[src/hw/rtl/tbpr_pkg.sv]
// tbpr_pkg: shared types and constants of the background tile renderer
// used by every module under hw/rtl but tbpr_fifo; depends on nothing
`timescale 1ns / 1ps

package tbpr_pkg;

  // video memory geometry: two byte banks, even and odd addresses
  localparam int unsigned VMEM_AW    = 13;
  localparam int unsigned VMEM_DEPTH = 1 << VMEM_AW;
  localparam int unsigned NUM_BANKS  = 2;
  localparam int unsigned BANK_AW    = VMEM_AW - 1;
  localparam int unsigned BANK_DEPTH = VMEM_DEPTH / NUM_BANKS;

  // tile map layout
  localparam int unsigned MAP_WIDTH_TILES = 32;
  localparam int unsigned MAP_SHIFT       = $clog2(MAP_WIDTH_TILES);
  localparam logic [VMEM_AW-1:0] MAP_BASE_0 = 13'h1800;
  localparam logic [VMEM_AW-1:0] MAP_BASE_1 = 13'h1C00;

  // signed tile set: indices below the limit move up by the offset
  localparam logic [7:0] TILE_LOW_LIMIT   = 8'd128;
  localparam logic [8:0] TILE_SET_OFFSET  = 9'd256;

  // defaults of the top level parameters
  localparam int unsigned SCREEN_WIDTH_DEFAULT = 160;
  localparam int unsigned CMD_DEPTH_DEFAULT    = 2;
  localparam int unsigned RES_DEPTH_DEFAULT    = 4;

  // configuration port
  localparam int unsigned CFG_IDX_W  = 4;
  localparam int unsigned CFG_DATA_W = 24;

  typedef enum logic [CFG_IDX_W-1:0] {
    CFG_HSCROLL         = 4'd0,
    CFG_VSCROLL         = 4'd1,
    CFG_MAP_SELECT      = 4'd2,
    CFG_TILE_SET_SELECT = 4'd3,
    CFG_PALETTE_0       = 4'd4,
    CFG_PALETTE_1       = 4'd5,
    CFG_PALETTE_2       = 4'd6,
    CFG_PALETTE_3       = 4'd7
  } cfg_idx_e;

  localparam logic [23:0] PALETTE_0_RESET = 24'hFFFFFF;
  localparam logic [23:0] PALETTE_1_RESET = 24'hC0C0C0;
  localparam logic [23:0] PALETTE_2_RESET = 24'h606060;
  localparam logic [23:0] PALETTE_3_RESET = 24'h000000;

  typedef enum logic {
    OP_WRITE  = 1'b0,
    OP_RENDER = 1'b1
  } op_e;

  typedef struct packed {
    op_e                op;
    logic [VMEM_AW-1:0] mem_addr;
    logic [7:0]         mem_data;
    logic [7:0]         screen_line;
    logic [7:0]         screen_col;
  } in_item_t;

  typedef struct packed {
    logic [7:0] red;
    logic [7:0] green;
    logic [7:0] blue;
    logic [1:0] shade;
  } out_item_t;

  typedef struct packed {
    logic [7:0]       h_scroll;
    logic [7:0]       v_scroll;
    logic             map_select;
    logic             tile_set_select;
    logic [3:0][23:0] palette;
  } cfg_t;

  // work handed from front to back: a byte write or a map lookup
  typedef struct packed {
    op_e                op;
    logic [VMEM_AW-1:0] addr;
    logic [7:0]         data;
    logic [2:0]         fine_y;
    logic [2:0]         fine_x;
  } cmd_t;

endpackage

[src/hw/rtl/tbpr_fifo.sv]
// tbpr_fifo: small register queue of any payload type
// depends on nothing but its parameters
`timescale 1ns / 1ps

module tbpr_fifo #(
  parameter type         T     = logic,
  parameter int unsigned DEPTH = 2
) (
  input  logic                       clk_i,
  input  logic                       rst_ni,
  input  logic                       push_i,
  input  T                           data_i,
  input  logic                       pop_i,
  output T                           data_o,
  output logic                       full_o,
  output logic                       empty_o,
  output logic [$clog2(DEPTH+1)-1:0] count_o
);

  localparam int unsigned PW = (DEPTH > 1) ? $clog2(DEPTH) : 1;
  localparam int unsigned CW = $clog2(DEPTH+1);

  T                entries_q [DEPTH];
  logic [PW-1:0]   wr_ptr_q, wr_ptr_d;
  logic [PW-1:0]   rd_ptr_q, rd_ptr_d;
  logic [CW-1:0]   count_q, count_d;
  logic            do_push, do_pop;

  assign full_o  = (count_q == CW'(DEPTH));
  assign empty_o = (count_q == '0);
  assign count_o = count_q;
  assign data_o  = entries_q[rd_ptr_q];
  assign do_push = push_i && !full_o;
  assign do_pop  = pop_i && !empty_o;

  always_comb begin
    wr_ptr_d = wr_ptr_q;
    rd_ptr_d = rd_ptr_q;
    count_d  = count_q;
    if (do_push) begin
      wr_ptr_d = (wr_ptr_q == PW'(DEPTH-1)) ? '0 : wr_ptr_q + 1'b1;
    end
    if (do_pop) begin
      rd_ptr_d = (rd_ptr_q == PW'(DEPTH-1)) ? '0 : rd_ptr_q + 1'b1;
    end
    if (do_push && !do_pop) begin
      count_d = count_q + 1'b1;
    end else if (do_pop && !do_push) begin
      count_d = count_q - 1'b1;
    end
  end

  always_ff @(posedge clk_i or negedge rst_ni) begin
    if (!rst_ni) begin
      wr_ptr_q <= '0;
      rd_ptr_q <= '0;
      count_q  <= '0;
    end else begin
      wr_ptr_q <= wr_ptr_d;
      rd_ptr_q <= rd_ptr_d;
      count_q  <= count_d;
    end
  end

  always_ff @(posedge clk_i) begin
    if (do_push) begin
      entries_q[wr_ptr_q] <= data_i;
    end
  end

endmodule

[src/hw/rtl/tbpr_front.sv]
// tbpr_front: takes input items, drops off-screen pixels, computes map address
// depends on tbpr_pkg and tbpr_fifo
`timescale 1ns / 1ps

module tbpr_front #(
  parameter int unsigned SCREEN_WIDTH = tbpr_pkg::SCREEN_WIDTH_DEFAULT,
  parameter int unsigned CMD_DEPTH    = tbpr_pkg::CMD_DEPTH_DEFAULT
) (
  input  logic               clk_i,
  input  logic               rst_ni,
  input  logic               push_i,
  input  tbpr_pkg::in_item_t in_i,
  input  logic               busy_i,
  input  tbpr_pkg::cfg_t     cfg_i,
  output logic               full_o,
  output logic               cmd_valid_o,
  output tbpr_pkg::cmd_t     cmd_o,
  input  logic               cmd_pop_i
);

  logic                         accept;
  logic                         on_screen;
  logic                         enqueue;
  logic [7:0]                   bg_x, bg_y;
  logic [tbpr_pkg::VMEM_AW-1:0] map_ptr;
  tbpr_pkg::cmd_t               cmd;
  logic                         q_full, q_empty;
  logic [$clog2(CMD_DEPTH+1)-1:0] q_count;

  assign full_o    = busy_i || q_full;
  assign accept    = push_i && !full_o;
  assign on_screen = ({1'b0, in_i.screen_col} < 9'(SCREEN_WIDTH));
  assign enqueue   = accept && ((in_i.op == tbpr_pkg::OP_WRITE) || on_screen);

  assign bg_y = in_i.screen_line + cfg_i.v_scroll;
  assign bg_x = in_i.screen_col + cfg_i.h_scroll;

  always_comb begin
    map_ptr = cfg_i.map_select ? tbpr_pkg::MAP_BASE_1 : tbpr_pkg::MAP_BASE_0;
    map_ptr = map_ptr
            + (tbpr_pkg::VMEM_AW'(bg_y[7:3]) << tbpr_pkg::MAP_SHIFT)
            + tbpr_pkg::VMEM_AW'(bg_x[7:3]);
  end

  always_comb begin
    cmd.op     = in_i.op;
    cmd.addr   = (in_i.op == tbpr_pkg::OP_WRITE) ? in_i.mem_addr : map_ptr;
    cmd.data   = in_i.mem_data;
    cmd.fine_y = bg_y[2:0];
    cmd.fine_x = bg_x[2:0];
  end

  tbpr_fifo #(
    .T     (tbpr_pkg::cmd_t),
    .DEPTH (CMD_DEPTH)
  ) u_cmd_q (
    .clk_i   (clk_i),
    .rst_ni  (rst_ni),
    .push_i  (enqueue),
    .data_i  (cmd),
    .pop_i   (cmd_pop_i),
    .data_o  (cmd_o),
    .full_o  (q_full),
    .empty_o (q_empty),
    .count_o (q_count)
  );

  // the count test is redundant with the empty flag here
  assign cmd_valid_o = !q_empty && (q_count != '0);

endmodule

[config.mk]
export PLATFORM = sky130hd
export DESIGN_NAME = tbpr_front
export DESIGN_NICKNAME = d
export VERILOG_FILES = /design/src/hw/rtl/tbpr_pkg.sv /design/src/hw/rtl/tbpr_fifo.sv /design/src/hw/rtl/tbpr_front.sv
export SDC_FILE = /design/constraint.sdc
export NUM_CORES = 1
export LEC_CHECK = 0
export BUFFER_PORTS_ARGS = -buffer_cell sky130_fd_sc_hd__buf_2
export CAP_MARGIN = 10
export CORE_MARGIN = 1.5
export CORE_UTILIZATION = 47
export CTS_BUF_LIST = sky130_fd_sc_hd__clkbuf_16
export DETAILED_ROUTE_END_ITERATION = 16
export PLACE_DENSITY = 0.86
export SETUP_SLACK_MARGIN = 0.02
export SLEW_MARGIN = 5
export SYNTH_ARGS = -nofsm -noshare
export SYNTH_HDL_FRONTEND = slang
export SYNTH_HIERARCHICAL = 1
export SYNTH_SLANG_ARGS = --single-unit
[constraint.sdc]
create_clock -name clk_i -period 7.72 [get_ports clk_i]
set_input_delay 1.158 -clock clk_i [delete_from_list [all_inputs] [get_ports clk_i]]
set_output_delay 1.158 -clock clk_i [all_outputs]
set_load 0.005 [all_outputs]
# Word level (Yosys, flattened, before mapping)
# Memories as Yosys holds them, arrays and structs flattened.
# Index checks and enable logic that the tools add are counted.
# word_totals
in_bits,157
n_memories,1
output_inout_bits,30
ramBits,56
register_bits,4
wordCells,40
# memory_table
name,words,width,read_ports,rd_ports_with_merged_regs,write_ports,line,source
u_cmd_q.entries_q,2,28,1,0,1,tbpr_fifo.sv:23,T entries_q [DEPTH];
# op_classes
n_eq_ne,1
n_bitwise,1
n_lt_le_gt_ge,1
reduce_logical,17
n_addsub,8
muxes,8
# op_table
operator,n
8-bit adder,2
12-bit by 11-bit adder with 13-bit output,1
13-bit by 5-bit adder with 13-bit output,1
13-bit two-way mux,1
11-bit two-way mux,1
8-bit less-than comparator (second input constant),1
1-bit logical AND,7
1-bit logical NOT,5
1-bit two-way mux,4
2-bit two-way mux,2
2-bit nonzero test,2
1-bit adder (second input constant),2
2-bit by 1-bit adder with 2-bit output (second input constant),1
2-bit equality test (second input constant),1
2-bit logical NOT,1
1-bit logical OR,2
2-bit by 1-bit subtractor with 2-bit output (second input constant),1
1-bit NOT,1

# Logic depth before layout (Yosys ltp)
# Gate-level depths: netlist of the first run.
# logic_depth
ltp_word,10
mapped_depth,10
ltp_nobuf,10

# Hierarchy
# The synthesis of the first run kept the hierarchy.
# modules_own_cells
mod,seq_area_each_um2,n_inst,area_per_inst_um2,cells_each
tbpr_fifo,1781.7,1,2264.7,106
tbpr_front,0.0,1,865.8,112

# Worst setup path after synthesis of the first run
# Ideal clock, no wire load.
# synth_path
kind,input-to-reg
startpoint,input in_i[37] in the netlist's numbering
endpoint,"memory u_cmd_q/entries_q[0][0] in the netlist's numbering, enable pin"
path_buffers,1
path_stages,5
required_ns,7.307
setup_ns,0.413
arrival_ns,2.857
setup_slack_ns,4.450
cell_sequence,buf_2 > o211ai_1 > and3_1 > nand2_1 > nor2_1
# synth_via
elab_chain_cells,6
# synth_rtl
item,line,source
"start, declared",tbpr_front.sv:12,"input tbpr_pkg::in_item_t in_i,"
1-bit NOT,n/a,
1-bit logical OR,tbpr_front.sv:33,assign enqueue = accept && ((in_i.op == tbpr_pkg::OP_WRITE) || on_screen);
1-bit logical AND,tbpr_front.sv:33,
via enqueue,tbpr_front.sv:23,logic enqueue;
1-bit logical AND,tbpr_fifo.sv:33,assign do_push = push_i && !full_o;
1-bit two-way mux,tbpr_fifo.sv:66,if (do_push) begin
1-bit two-way mux (not written as such),tbpr_fifo.sv:67,entries_q[wr_ptr_q] <= data_i;
"end, declared",tbpr_fifo.sv:23,
# The timed path passes the listed nets, and every way through them passes these cells.

==> results by group, run 1 <==
Floorplan
  • Die area: 7160 um2
  • Site row count: 29
  • Core ar.: 6390 um2
  • I/O pin total: 187
  • Die Width: 84.6 um
  • Starting Density: 49.0%
  • DIE HEIGHT: 84.6 um

Timing
  • Min Tclk post-route: 2.85 ns
  • Relative slew margins: 67.2%
  • Tcrit/Tclk final: 37.0%
  • Max Clock Skew: 0.00767 ns
  • Unrepaired setup endpoints after global routing: no
  • Final Slew Violations: 0
  • Final setup viols: 0
  • Sum Neg Setup Slack: 0 ns
  • Fmax: 351 MHz
  • Slew @ Worst Pin: 0.486 ns
  • Final hold violations: 0

Drt
  • Final wirelength: 6050 um
  • Residual DRC: 0
  • 1st-iter DRT viols: 89
  • Drt pass-1 iters: 4
  • Vias post-DR: 2140
  • Antenna-violating nets left: 0
  • WL/cell: 15.2 um
  • Avg Vias per Cell: 5.39

Clock network
  • Clk buf depth: 2
  • Clk sinks: 60
  • TritonCTS clock tree: done
  • Worst-skew pair later-pin latency: 0.31 ns
  • Htree depth: 3
  • CTS Hold Bufs: 0
  • Setup bufs post-CTS: 0
  • PostCTS Resize Cnt: 0
  • CTS buffer count: 9
  • Root Buffer: clkbuf_16
  • CTS clk-pin slew, worst paths: 0.05 ns

Setup path
  • Max incr delay on CP: 0.45 ns
  • Startpoint Class: input port
  • Critical path arrival: 2.91 ns
  • FF-to-FF End: u_cmd_q/entries_q[0][21]
  • Crit path max fanout: 3
  • Crit path to: u_cmd_q/entries_q[1][17]
  • Crit path kind: input port to flop
  • R2R setup slack: 5.83 ns
  • Reg2reg start: u_cmd_q/count_o[0]
  • CP Cell Sequence: buf_2 > ha_1 > fa_1 > a211oi_2 > o21bai_1 > mux2_1 > a211o_1
  • Critical path's slowest cell: fa_1
  • Crit path launch: in_i[0]
  • Worst EP required: 7.78 ns
  • FF-to-FF path depth: 7
  • Nature of the critical path endpoint: flop

Logic synthesis
  • Top cell type's share of synthesized area: 53.7%
  • Area leader, netlist: edfxtp_1
  • Synth Cell Area: 3130 um2
  • Ys Warns: 6
  • Synthesized netlist cell count: 218
  • Syn nets: 392
  • Seq/Total Area, Yosys: 56.9%
  • Unique masters post-synth: 45
  • Avg Cell Area, Syn: 14.4 um2
  • Top post-synthesis cells by area: edfxtp_1 54%, mux2_2 6.8%, ha_1 6.0%
  • Synthesized flop and latch total: 60

Final layout
  • Fin area: 3920 um2
  • Nets: 489
  • Ant diodes: 0
  • Commonest non-fill, non-tap cell in the layout: buf_2
  • Syn-to-layout area delta: 25.3%
  • Layout cells sized above 1: 43.4%
  • Most frequent cells in the layout: 89 x buf_2, 56 x edfxtp_1, 19 x mux2_2

Power and ir drop
  • Peak supply drop: 0.386 mV
  • Leak Pwr: 1.62 nW
  • P per Cell Area: 284 nW/um2
  • Combinational power share: 29.1%
  • Pint: 0.819 mW
  • Sw Share: 26.6%
  • NetSw: 0.296 mW
  • Sequential share of power: 38.3%
  • Clock share of power: 32.6%

GRT
  • Number of global-route vias before repair: 2113
  • GRT Util Overall: 17.1%
  • First-pass GRT wire length: 9630 um
  • Largest net degree at the start of global routing: 30
  • GRT overflow: 0
  • Initial antenna violation count: 0

Worst hold path
  • Min-delay worst type: flop to flop

Place
  • IO Port Bufs: 89
  • GP Congestion: 0.814
  • Detailed placement HPWL: 4310 um
  • Placed inst area: 3640 um2

Run status
  • Status: finished clean

Flow run
  • Max-cap violations: 0
Yosys cell counts, drive strengths merged:
| master | count |
|---|---|
| a211o | 1 |
| a211oi | 9 |
| a21o | 4 |
| a21oi | 4 |
| a22oi | 1 |
| a31oi | 2 |
| a32o | 1 |
| and2 | 1 |
| and3 | 3 |
| buf | 5 |
| clkbuf | 1 |
| dfrtp | 4 |
| edfxtp | 56 |
| fa | 2 |
| ha | 15 |
| inv | 6 |
| mux2 | 30 |
| nand2 | 10 |
| nand2b | 1 |
| nand3 | 1 |
| nand3b | 5 |
| nand4b | 3 |
| nor2 | 8 |
| nor2b | 1 |
| nor4 | 2 |
| nor4b | 1 |
| o211ai | 3 |
| o21ai | 9 |
| o21bai | 6 |
| o2bb2ai | 4 |
| o311ai | 1 |
| o31ai | 4 |
| o32ai | 1 |
| or2 | 2 |
| or4 | 2 |
| xnor2 | 5 |
| xor2 | 4 |
layer usage:
metal	part of all wire, %	track usage, %
met5	0	0
met4	2.0	8.65
met3	6.5	3.24
met2	45	26.6
met1	47	23.1
power groups by stage:
stage          Combinational, mW  Sequential, mW  Clock (mW)
6_report                   0.324           0.428       0.363
5_1_grt                    0.352           0.432       0.386
4_1_cts                    0.328           0.428       0.369
3_5_place_dp               0.326           0.434           0
3_3_place_gp               0.317           0.431           0
2_1_floorplan              0.226           0.431           0
logic make-up after synthesis:
logic type,share of synthesized area [%]
AND/OR/NAND/NOR,7.11
AO/OA/AOI/OAI,11.8
adder cells (fa/ha/maj),7.27
flip-flops,56.9
XOR/XNOR,2.52
multiplexers,12.0
buffers and inverters,2.44
registers in the layout, indices dropped and copies added (netlist names):
signal,count
u_cmd_q/count_o,2
u_cmd_q/entries_q,56
u_cmd_q/rd_ptr_q,1
u_cmd_q/wr_ptr_q,1
worst max-delay path, delay by kind of cell:
| kind | cells | cell delay (ns) |
|---|---|---|
| AOI/OAI and AO/OA | 3 | 0.64 |
| adders and majority gates | 2 | 0.69 |
| buffers and inverters | 1 | 0.10 |
| muxes | 1 | 0.32 |
layout make-up:
class | count | area, um2
clock inverters | 7 | 53.8
fillers | 491 | 2460
inverters | 6 | 22.5
multi-input cells | 146 | 1270
repair buffers | 92 | 468
well taps | 77 | 96.3
flip-flops and latches | 60 | 1780
clock buffers | 9 | 225
worst min-delay path by stage:
stage	depth (start not counted)	to	slack (ns)	startpoint
after CTS	1	u_cmd_q/wr_ptr_q	0.53	u_cmd_q/wr_ptr_q
after detailed placement	1	u_cmd_q/wr_ptr_q	0.52	u_cmd_q/wr_ptr_q
after global routing	1	u_cmd_q/count_o[1]	0.56	u_cmd_q/count_o[1]
after global placement	1	u_cmd_q/wr_ptr_q	0.49	u_cmd_q/wr_ptr_q
final	1	u_cmd_q/count_o[1]	0.54	u_cmd_q/count_o[1]
after floorplan	1	u_cmd_q/wr_ptr_q	0.46	u_cmd_q/wr_ptr_q
through the flow:
step / hold slack [ns] / util [%] / total power [mW] / setup WS (ns) / std cells
6_report: 0.536 / 61.4 / 1.12 / 4.87 / 397
5_1_grt: 0.555 / 61.4 / 1.17 / 4.74 / 397
4_1_cts: 0.530 / 61.4 / 1.13 / 4.88 / 397
3_5_place_dp: 0.519 / 57.1 / 0.759 / 4.56 / 381
3_3_place_gp: 0.493 / 57.1 / 0.748 / 4.58 / 381
2_1_floorplan: 0.461 / - / 0.656 / 4.45 / 218
No activity file was read; power rests on OpenSTA's default activity.
==> run 2: changes to the inputs <==
ABC_AREA = 1   (was default)
CORE_UTILIZATION = 39   (was 47)
PLACE_DENSITY = 0.76   (was 0.86)
clock period = 2.4 ns   (was 7.72 ns; I/O delays follow)
==> run 2 against run 1 <==
  * Hold slack got worse by 0.31 ns
  * Sequential power increased to 3.2 times the previous value
  * Power rose to 3.5 times the previous value
  * Area after synthesis decreased by 1.3%
  * Sequential share of layout area is 0.73 points lower
  * Utilization fell by 9.6 points
  * Combinational power grew to 3.5 times the previous value
  * Global-route usage fell by 0.11 points
  * Highest routed layer unchanged
==> results by group, run 2 <==
Setup path
  • Crit path launch: u_cmd_q/count_o[1]
  • Crit path kind: flop to flop
  • Worst EP required: 2.42 ns
  • Nature of the critical path endpoint: flop
  • Crit path max fanout: 25
  • R2R setup slack: 0.53 ns
  • Critical path arrival: 1.89 ns
  • Crit path to: u_cmd_q/entries_q[0][5]
  • Reg2reg start: u_cmd_q/count_o[1]
  • FF-to-FF End: u_cmd_q/entries_q[0][5]
  • Startpoint Class: flop
  • FF-to-FF path depth: 10

Clock network
  • Worst-skew pair later-pin latency: 0.32 ns
  • Root Buffer: clkbuf_16
  • Clk sinks: 60
  • TritonCTS clock tree: done
  • PostCTS Resize Cnt: 0
  • CTS clk-pin slew, worst paths: 0.06 ns
  • Clk buf depth: 2
  • CTS buffer count: 9
  • Setup bufs post-CTS: 0
  • CTS Hold Bufs: 1
  • Htree depth: 3

Power and ir drop
  • Peak supply drop: 0.333 mV
  • P per Cell Area: 971 nW/um2
  • Leak Pwr: 1.90 nW

Timing
  • Unrepaired setup endpoints after global routing: no
  • Final Slew Violations: 0
  • Relative slew margins: 64.8%
  • Final hold violations: 0
  • WHS: 0.231 ns
  • Sum Neg Setup Slack: 0 ns
  • Tcrit/Tclk final: 78.1%
  • Fmax: 534 MHz
  • Slew @ Worst Pin: 0.526 ns
  • Min Tclk post-route: 1.87 ns
  • Max Clock Skew: 0.00581 ns
  • Final worst slack: 0.526 ns
  • Final setup viols: 0

Drt
  • Drt pass-1 iters: 4
  • 1st-iter DRT viols: 62
  • Final wirelength: 6690 um
  • WL/cell: 12.7 um
  • Residual DRC: 0
  • Antenna-violating nets left: 0
  • Vias post-DR: 2481
  • Avg Vias per Cell: 4.73

Worst hold path
  • Min-delay worst type: input port to flop
  • Hold Path Depth: 1

Floorplan
  • Core ar.: 7690 um2
  • DIE HEIGHT: 92 um
  • I/O pin total: 187
  • Starting Density: 40.2%
  • Die area: 8460 um2
  • Die Width: 92 um
  • Site row count: 32

Final layout
  • Syn-to-layout area delta: 29.0%
  • Reg area: 1780 um2
  • Layout cells sized above 1: 27.9%
  • Commonest non-fill, non-tap cell in the layout: nand2_1
  • Fin area: 3990 um2
  • Max reg flops: 56
  • Most frequent cells in the layout: 151 x nand2_1, 89 x buf_2, 56 x edfxtp_1
  • Fill cells: 726
  • Ant diodes: 0
  • Multi-input gate area: 1150 um2
  • Nets: 592
  • Largest Register: u_cmd_q/entries_q

GRT
  • GRT overflow: 0
  • Largest net degree at the start of global routing: 30
  • First-pass GRT wire length: 11000 um
  • Number of global-route vias before repair: 2413
  • GRT Util Overall: 17.0%
  • Initial antenna violation count: 0

Run status
  • Status: finished clean

Logic synthesis
  • Most numerous cell in the Yosys netlist: nand2_1
  • Synthesized flop and latch total: 60
  • Synthesized netlist cell count: 322
  • Ys Warns: 6
  • Avg Cell Area, Syn: 9.59 um2
  • Commonest cells post-synth: 151 x nand2_1, 56 x edfxtp_1, 24 x inv_1
  • Seq/Total Area, Yosys: 57.7%
  • Area leader, netlist: edfxtp_1
  • Async SR Flop Fraction: 6.67%
  • Post-synth top flop: edfxtp_1
  • Top cell type's share of synthesized area: 54.4%
  • Synth Cell Area: 3090 um2
  • Top post-synthesis cells by area: edfxtp_1 54%, nand2_1 18%, ha_1 6.1%
  • Unique masters post-synth: 26
  • Number of flops mapped to enable cells by yosys: 56
  • Syn nets: 496

Place
  • Placed inst area: 3650 um2
  • DP Worst Slack: 0.494 ns
  • IO Port Bufs: 89
  • Detailed placement HPWL: 4860 um
  • GP Congestion: 0.828

Flow run
  • Max-cap violations: 0
[run 2: changes by cell type after synthesis, moves of 6 or more]
cell      delta
nand2_1    +141
nand3_1     +13
a211oi_1     -6
mux2_4      -10
mux2_2      -19
inv_1       +18
o21bai_1     -6
[run 2: routing by layer]
metal / routed length (um) / GRT usage [%] / vias up
met5: 0 / 0 / -
met4: 79 / 7.82 / 0
met3: 378 / 3.15 / 6
met2: 3130 / 27.5 / 79
met1: 3100 / 22.2 / 1147
li1: - / - / 1249
[run 2: stage by stage]
stage          utilization, %  total power, mW  std cells
3_5_place_dp             47.5             2.54        508
4_1_cts                  51.9             3.91        525
3_3_place_gp             47.5             2.48        508
2_1_floorplan               -             2.09        322
5_1_grt                  51.9             4.12        525
6_report                 51.9             3.87        525
[run 2: worst min-delay path by stage]
stage,startpoint,endpoint,slack [ns]
floorplan,rst_ni,u_cmd_q/count_o[0],0.06
global placement,rst_ni,u_cmd_q/rd_ptr_q,0.17
detailed placement,rst_ni,u_cmd_q/rd_ptr_q,0.17
CTS,in_i[16],u_cmd_q/entries_q[1][6],0.22
global route,in_i[23],u_cmd_q/entries_q[1][13],0.22
finish,in_i[16],u_cmd_q/entries_q[1][6],0.23
[run 2: layout make-up]
class,instances,area share [%]
Multi-Input combinational cell,229,29.0
Inverter,25,2.35
Timing Repair Buffer,93,12.6
Tap cell,102,3.20
Clock inverter,7,2.51
Sequential cell,60,44.7
Clock buffer,9,5.65
[run 2: power breakdown]
group / switching (mW) / internal [mW] / leakage (nW)
logic: 0.698 / 0.438 / 1.20
clock network: 0.450 / 0.912 / 0.148
registers: 0.0619 / 1.31 / 0.557
total: 1.21 / 2.66 / 1.90
[run 2: cell families (layout without fill, tap and decap cells)]
logic type | count (synthesis) | after routing | synth area share [%]
AOI/OAI and AO/OA | 14 | 14 | 2.35
xor gates and xnor gates | 7 | 7 | 1.98
adders and majority gates | 17 | 17 | 7.37
buffers and inverters | 33 | 134 | 5.18
DFF | 60 | 60 | 57.7
and+or+nand+nor | 191 | 191 | 25.4
[run 2: critical path: stages (launching register included)]
cell and delay (ns):
dfrtp_1 0.42, inv_1 0.13, nor2_2 0.06, inv_1 0.07
nand3_1 0.06, a21oi_1 0.14, inv_1 0.07, nor2_2 0.12
nand2_1 0.09, inv_1 0.19, buf_12 0.23
==> run 3: changes to the inputs <==
ABC_AREA = 0   (was 1)
clock period = 1.6 ns   (was 2.4 ns; I/O delays follow)
==> run 3 against run 2 <==
  * The run now ends with negative setup slack left
  * Clock skew about the same
  * Clock power increased by 17%
  * Routed wire length increased by 8.4%
  * Sequential power increased by 53%
  * Cell count decreased by 14%
  * Combinational power increased by 130%
  * Critical path depth decreased by 3
  * Register-to-register slack got worse by 0.51 ns
  * Via count decreased by 7.5%
  * Setup slack got worse by 0.66 ns
  * Largest power group is now combinational cells
  * Highest routed layer unchanged
==> results by group, run 3 (synthesis gave the netlist of run 1 again) <==
Run status
  • Status: complete, but fails checks
  • Violated checks: negative setup slack

Timing
  • Slew @ Worst Pin: 0.378 ns
  • Unrepaired setup endpoints after global routing: yes
  • Tcrit/Tclk final: 108%
  • Final setup viols: 30
  • Final worst slack: -0.132 ns
  • Final hold violations: 0
  • Final Slew Violations: 0
  • Max Clock Skew: 0.00588 ns
  • Min Tclk post-route: 1.73 ns
  • Relative slew margins: 74.5%
  • WHS: 0.119 ns
  • Fmax: 577 MHz

Final layout
  • Commonest non-fill, non-tap cell in the layout: buf_2
  • Syn-to-layout area delta: 48.2%
  • Most frequent cells in the layout: 60 x buf_2, 56 x edfxtp_1, 31 x buf_6
  • Max reg flops: 56
  • Fill cells: 609
  • Layout cells sized above 1: 53.8%
  • Fin util: 59.7%
  • Multi-input gate area: 1450 um2
  • Nets: 522
  • Largest Register: u_cmd_q/entries_q
  • Reg area: 1780 um2
  • Ant diodes: 0

GRT
  • Largest net degree at the start of global routing: 27
  • GRT Util Overall: 16.6%
  • Number of global-route vias before repair: 2194
  • First-pass GRT wire length: 10800 um
  • GRT overflow: 0
  • Initial antenna violation count: 0

Clock network
  • Htree depth: 3
  • Root Buffer: clkbuf_16
  • TritonCTS clock tree: done
  • Clk buf depth: 2
  • CTS buffer count: 9
  • CTS clk-pin slew, worst paths: 0.05 ns
  • Worst-skew pair later-pin latency: 0.31 ns
  • Clk sinks: 60

Power and ir drop
  • P per Cell Area: 1360 nW/um2
  • Peak supply drop: 0.551 mV
  • Leak Pwr: 1.94 nW

Setup path
  • Startpoint Class: input port
  • Critical path arrival: 1.78 ns
  • Worst EP required: 1.65 ns
  • Crit path max fanout: 2
  • Nature of the critical path endpoint: flop
  • Critical path's slowest cell: fa_2
  • CP Cell Sequence: buf_6 > ha_4 > fa_2 > a211oi_2 > o21bai_1 > mux2_4 > a211o_1
  • Max incr delay on CP: 0.35 ns
  • Crit path kind: input port to flop

Drt
  • Antenna-violating nets left: 0
  • WL/cell: 16.0 um
  • Final wirelength: 7250 um
  • Residual DRC: 0
  • 1st-iter DRT viols: 59
  • Avg Vias per Cell: 5.07
  • Drt pass-1 iters: 4
  • Vias post-DR: 2296

Floorplan
  • Starting Density: 40.3%
  • Core ar.: 7770 um2
  • I/O pin total: 187
  • Die area: 8570 um2
  • Site row count: 32
  • DIE HEIGHT: 92.6 um
  • Die Width: 92.6 um

Flow run
  • Max-cap violations: 0

Place
  • IO Port Bufs: 89
  • GP Congestion: 0.861
  • Detailed placement HPWL: 4980 um

Worst hold path
  • Min-delay worst type: input port to flop
[run 3: cell types whose count changed in the layout (fill, tap and decap cells not counted), sizes merged, moves of 4 or more]
| cell | before | now |
|---|---|---|
| o2bb2ai | 0 | 4 |
| mux2 | 0 | 30 |
| nand2 | 153 | 10 |
| nor2 | 12 | 8 |
| a21o | 0 | 4 |
| buf | 92 | 122 |
| a211oi | 0 | 9 |
| o31ai | 0 | 4 |
| nand3 | 14 | 1 |
| inv | 26 | 7 |
| o21bai | 0 | 6 |
[run 3: through the flow]
step | setup TNS [ns] | instance area [um2] | power (mW) | worst slack, ns | std cells
finish | -1.83 | 4640 | 6.29 | -0.132 | 453
global route | -4.51 | 4640 | 6.60 | -0.150 | 453
CTS | -0.699 | 4510 | 6.03 | -0.0954 | 450
detailed placement | -6.26 | 3990 | 3.93 | -0.450 | 432
global placement | -7.10 | 3990 | 3.89 | -0.387 | 432
floorplan | -6.79 | 3190 | 3.22 | -0.238 | 218
[run 3: what timing repair did]
action | in CTS | in global routing
endpoints found under the hold margin | 4 | 0
hold buffers | 1 | 0
cloned | 1 | 2
setup endpoints to repair | 58 | 63
gates resized for setup | 49 | 15
pin swaps | 5 | 9
setup buffers | 2 | 1
[run 3: per-layer routing]
| metal | GRT usage (%) | wire length (um) | up-vias |
|---|---|---|---|
| met5 | 0 | 0 | - |
| met4 | 6.15 | 102 | 0 |
| met3 | 2.96 | 412 | 9 |
| met2 | 25.6 | 3400 | 91 |
| met1 | 23.4 | 3340 | 1082 |
| li1 | - | - | 1114 |
[run 3: report_power, final]
group | internal (mW) | switching (mW)
Clock | 1.00 | 0.587
Combinational | 1.59 | 1.01
Sequential | 1.98 | 0.121
[run 3: worst max-delay path: cells and delay by family]
family / cells / cell delay [ns]
multiplexers: 1 / 0.30
AO/OA/AOI/OAI: 3 / 0.63
adder cells (fa/ha/maj): 2 / 0.50
buffers and inverters: 1 / 0.10
[run 3: worst paths after layout]
kind | from | to | slack, ns | cells after the start
max | in_i[0] | u_cmd_q/entries_q[0][17] | -0.13 | 7
min | in_i[21] | u_cmd_q/entries_q[0][11] | 0.12 | 1
max reg2reg | u_cmd_q/count_o[1] | u_cmd_q/entries_q[0][3] | 0.02 | 7
min reg2reg | u_cmd_q/wr_ptr_q | u_cmd_q/wr_ptr_q | 0.57 | 1
max in group asynchronous | rst_ni | u_cmd_q/rd_ptr_q | 1.20 | 2
min in group asynchronous | rst_ni | u_cmd_q/count_o[1] | 0.26 | 2
[run 3: area by class of cell]
cell class              count  share of cell area [%]
repair buffers            125                    21.7
clock inverters             5                   0.485
well taps                 102                    2.75
flip-flops and latches     60                    38.4
multi-input cells         146                    31.2
inverters                   6                   0.593
clock buffers               9                    4.85
